[config.mk]
export PLATFORM = sky130hd
export DESIGN_NAME = hist_div
export DESIGN_NICKNAME = d
export VERILOG_FILES = /design/src/hist_pkg.sv /design/src/hist_div.sv
export SDC_FILE = /design/constraint.sdc
export NUM_CORES = 1
export LEC_CHECK = 0
export BUFFER_PORTS_ARGS = -buffer_cell sky130_fd_sc_hd__buf_4
export CORE_UTILIZATION = 44
export DETAILED_ROUTE_END_ITERATION = 8
export PLACE_DENSITY = 0.74
export SETUP_SLACK_MARGIN = 0.02
export SLEW_MARGIN = 20
export SYNTH_ARGS = -nofsm -noshare
export SYNTH_HDL_FRONTEND = slang
export SYNTH_SLANG_ARGS = --single-unit
[constraint.sdc]
create_clock -name i_clk -period 5.3 [get_ports i_clk]
set_input_delay 1.59 -clock i_clk [delete_from_list [all_inputs] [get_ports i_clk]]
set_output_delay 1.59 -clock i_clk [all_outputs]
set_load 0.01 [all_outputs]
[src/hist_pkg.sv]
// Shared constants and codes of the histogram accumulator.
package hist_pkg;

    localparam int MAX_BINS = 1024;
    localparam int BIN_AW   = $clog2(MAX_BINS);

    localparam int SAMPLE_W = 16;
    localparam int WIDTH_W  = 17;
    localparam int NBINS_W  = 11;
    localparam int COUNT_W  = 16;
    localparam int TOTAL_W  = 32;
    localparam int VSUM_W   = 48;
    localparam int SQSUM_W  = 63;

    localparam logic [1:0] ACT_ADD   = 2'd0;
    localparam logic [1:0] ACT_READ  = 2'd1;
    localparam logic [1:0] ACT_CLEAR = 2'd2;
    localparam logic [1:0] ACT_NONE  = 2'd3;

    localparam logic [1:0] REG_LEFT_LIMIT  = 2'd0;
    localparam logic [1:0] REG_BIN_WIDTH   = 2'd1;
    localparam logic [1:0] REG_BINS_IN_USE = 2'd2;

endpackage

[src/hist_div.sv]
// Radix-2 restoring divider: one quotient bit per cycle.
module hist_div (
    input  logic                           i_clk,
    input  logic                           i_rst_n,
    input  logic                           i_start,
    input  logic [hist_pkg::SAMPLE_W-1:0]  i_dividend,
    input  logic [hist_pkg::WIDTH_W-1:0]   i_divisor,
    output logic                           o_done,
    output logic [hist_pkg::SAMPLE_W-1:0]  o_quotient
);
    import hist_pkg::*;

    localparam int CNT_W = $clog2(SAMPLE_W);

    logic                r_busy;
    logic                r_done;
    logic [CNT_W-1:0]    r_cnt;
    logic [WIDTH_W-1:0]  r_rem;
    logic [SAMPLE_W-1:0] r_dq;
    logic [WIDTH_W-1:0]  r_dvs;

    logic [WIDTH_W-1:0]  n_trial;
    logic                n_qbit;

    always_comb begin
        n_trial = {r_rem[WIDTH_W-2:0], r_dq[SAMPLE_W-1]};
        n_qbit  = (n_trial >= r_dvs);
    end

    always_ff @(posedge i_clk) begin
        if (!i_rst_n) begin
            r_busy <= 1'b0;
            r_done <= 1'b0;
            r_cnt  <= '0;
        end else begin
            r_done <= 1'b0;
            if (i_start) begin
                r_busy <= 1'b1;
                r_cnt  <= '0;
                r_rem  <= '0;
                r_dq   <= i_dividend;
                r_dvs  <= i_divisor;
            end else if (r_busy) begin
                r_rem <= n_qbit ? (n_trial - r_dvs) : n_trial;
                r_dq  <= {r_dq[SAMPLE_W-2:0], n_qbit};
                r_cnt <= r_cnt + 1'b1;
                if (r_cnt == CNT_W'(SAMPLE_W - 1)) begin
                    r_busy <= 1'b0;
                    r_done <= 1'b1;
                end
            end
        end
    end

    assign o_done     = r_done;
    assign o_quotient = r_dq;

endmodule

# After elaboration in Yosys (flattened, before gate mapping)
# Cells that the tools add are included.
# totals
register_bits,55
inputBits,36
out_inout_bits,17
elab_cells,25
# op_classes
add_sub_neg,2
magnitude_cmp,1
n_eq_ne,1
n_mux,8
n_bitwise,2
reduce_logical,5
# ops
operator,count
16-bit 2-to-1 mux,4
17-bit >= comparator,1
16-bit subtractor,1
"4-bit by 1-bit adder with 4-bit output, second input constant",1
"4-bit equality test, second input constant",1
1-bit 2-to-1 mux,4
2-bit AND reduction,2
3-bit OR reduction,1
1-bit NOT,2
2-bit nonzero test,1
2-bit OR reduction,1

# Depth between registers and ports, before layout
# logic_depth
depth_word,4
depth_mapped,11
ltp_nobuf,10

# Worst setup path after synthesis
# Ideal clock, no wire load.
# synth_path
path_kind,input to register
from,input i_start
to,"register r_dq[0] (netlist: o_quotient[0]), enable pin"
setup_ns,0.391
t_arrival_ns,2.586
t_required_ns,4.909
slack_ns,2.322
stages,2
n_path_buf,1
path_cell_list,clkbuf_1 o21a_1
# synth_via
elab_chain_len,2
# synth_lines
item,line,source
"start, declared",hist_div.sv:5,"input logic i_start,"
2-bit nonzero test (no line),--,
2-bit AND reduction (no line),--,
"end signal, assigned",hist_div.sv:41,r_dq <= i_dividend;
"end signal, assigned",hist_div.sv:45,"r_dq <= {r_dq[SAMPLE_W-2:0], n_qbit};"
"end, declared",hist_div.sv:19,logic [SAMPLE_W-1:0] r_dq;
# No other way between the ends.
# A chain may end at the register's enable or synchronous reset.

# Final worst setup path
# layout_path
from,input i_start
to,"register r_rem[3], enable pin"
# layout_via
elab_chain_len,2
# layout_lines
item,line,source
2-bit nonzero test (no line),--,
2-bit AND reduction (no line),--,
"end signal, assigned",hist_div.sv:44,r_rem <= n_qbit ? (n_trial - r_dvs) : n_trial;
"end, declared",hist_div.sv:18,logic [WIDTH_W-1:0] r_rem;
# No other way between the ends.

==> run metrics <==
Worst Skew 0.0170 ns; Buffers on Ports 52; post-CTS resize count 0; Critical path origin i_start; # rows 30; most frequent CP cell buf_4; Ant. Diodes 0; GRT Overall Usage 0.169; crit path cell chain buf_4, o21a_1, buf_4; total negative slack 0 ns; Cells after Synth 281; first-pass GRT wire length 9960 µm; crit-path max cell delay 0.65 ns; Peak VDD IR 162 µV; Avg Inst Size Synth 11.3 µm²; Max Clock Freq 336 MHz; post-DP HPWL 4280 µm; mapped cell area 3160 µm²; Synth-to-Final Area Change 17.6%; Leakage 0.00154 µW; vias 2251; Seq/Total Area, Yosys 0.503; post-layout min period 2.97 ns; Final ANT Viol Nets 0; WP depth 3; outcome finished clean; CTS sink cnt 55; wire per inst 13.8 µm; Post-synth EDFFs 49; Synth Register Bits 55; fraction of registers with async set/reset 0; setup slack, reg-to-reg 2.34 ns; CTS root buffer clkbuf_8; Core Box Area 6870 µm²; Cell Pwr Density 284 nW/µm²; Slew HR 0.410; share of cells above drive strength 1 0.241; Worst Tran Pin Value 0.885 ns; Initial Util 0.460; die height 86.8 µm; CP endpoint r_rem[3]; Post-synth top flop edfxtp_1; total congestion overflow 0; TritonCTS clock tree done; Placer Congestion 0.806; vias in the first global route 2201; crit-path leading delay family buffers and inverters; Worst Path Arrival 2.97 ns; initial antenna violation count 0; DRC violations left 0; Synth cell types 46; clk buf depth 2; unrepaired setup endpoints after global routing no; Crit Reg-Reg Endpoint r_rem[1]; CP required 5.30 ns; die width 86.8 µm; Num CTS Buffers 5; fin. max-slew vios 0; Final #Nets 386; CTS Hold Bufs 0; commonest cells after routing, fill and taps aside buf_4 (53), edfxtp_1 (49), inv_1 (25); critical path's slowest cell o21a_1; R2R depth 8; Buf/Inv on CP 2; clk_lat worst skew 0.31 ns; depth of the CTS H-tree 2; CP Launch Type input pin; setup bufs post-CTS 0; syn nets 336; Worst Setup End Kind flop; DIE AREA 7530 µm²; Final Hold Viols 0; IO Count 53; register clock-pin slew on the reported worst setup and hold paths 0.11 ns; Max FO, Critical Path 34; most common cell after layout, fill and taps aside buf_4; final setup fails 0; Hold Crit Class reg -> reg; crit path kind in -> reg; Yosys warnings 0; worst reg2reg startpoint r_rem[2]; largest net degree at the start of global routing 35; crit share post-route 0.561; TritonRoute pass-1 iters 4; vias per inst 5.26; Max Cap Violations 0; wirelength, routed 5920 µm; number of DRC markers in iteration 0 82; final core utilization 0.542
==> synthesized netlist by cell type (4+ instances only) <==
cell      count  area share
edfxtp_1     49        0.47
mux2_2       15       0.053
dfxtp_1       6       0.038
inv_1        25       0.030
ha_1         18       0.071
o21a_1        4      0.0095
nor2b_1       5      0.0099
o21ai_0      10       0.016
clkbuf_1      5      0.0059
xnor2_1       7       0.019
nor3_1        7       0.011
xor2_1        5       0.014
a21oi_1      19       0.030
nor2_1       23       0.027
a21o_1        4      0.0095
nand2b_1      5      0.0099
mux2i_1      11       0.035
nand2_1      13       0.015
==> per-stage QoR <==
step	hold slack, ns	cells	area [µm²]	setup WS [ns]	total power (µW)
5_1_grt	0.518	428	3720	2.07	1110
3_5_place_dp	0.483	420	3620	1.94	818
3_3_place_gp	0.495	420	3620	2.02	811
4_1_cts	0.484	428	3720	2.28	1060
6_report	0.478	428	3720	2.33	1060
2_1_floorplan	0.466	281	3160	2.32	747
==> sequential cells by signal (all words and copies together), names as in the netlist <==
register	flops
o_done	1
r_cnt	4
r_dvs	17
r_rem	16
r_busy	1
o_quotient	16
==> area by class of cell <==
cell class	count	area, µm²
fillers	604	3150
flip-flops and latches	55	1590
multi-input cells	191	1420
repair buffers	53	398
well taps	96	120
inverters	25	93.8
clock buffers	6	82.6
clock inverters	2	16.3
==> worst min path at each step <==
stage | from | to | slack (ns) | cells after the start
after floorplan | r_cnt[3] | o_done | 0.47 | 2
after global placement | r_cnt[3] | o_done | 0.49 | 2
after detailed placement | r_cnt[3] | o_done | 0.48 | 2
after CTS | r_cnt[3] | o_done | 0.48 | 2
after global routing | r_cnt[3] | o_done | 0.52 | 2
final | r_cnt[3] | o_done | 0.48 | 2
==> power breakdown <==
group / total (µW) / leakage [µW] / switching (µW) / internal, µW
clock network: 245 / 0.0000474 / 138 / 107
registers: 527 / 0.000517 / 14.8 / 512
logic: 284 / 0.000974 / 153 / 131
==> worst min-delay path, stage by stage (launching register included) <==
cell and delay, ns:
dfxtp_1 0.32, nand2_1 0.08, nor3_1 0.05
==> routing by layer <==
| metal | vias up | routed length [µm] | track usage |
|---|---|---|---|
| met5 | - | 0 | 0 |
| met4 | 0 | 46 | 0.0500 |
| met3 | 6 | 168 | 0.0276 |
| met2 | 34 | 2920 | 0.299 |
| met1 | 1077 | 2780 | 0.212 |
| li1 | 1134 | - | - |
==> cell families after synthesis <==
group | count (synthesis) | share of synthesized area
AND/OR/NAND/NOR | 71 | 0.113
flip-flops | 55 | 0.503
adder cells (fa/ha/maj) | 19 | 0.0776
multiplexers | 26 | 0.0882
buffers and inverters | 35 | 0.0483
XOR/XNOR | 12 | 0.0332
AO/OA/AOI/OAI | 63 | 0.136
Note: power is estimated with default switching activity, not from simulation.
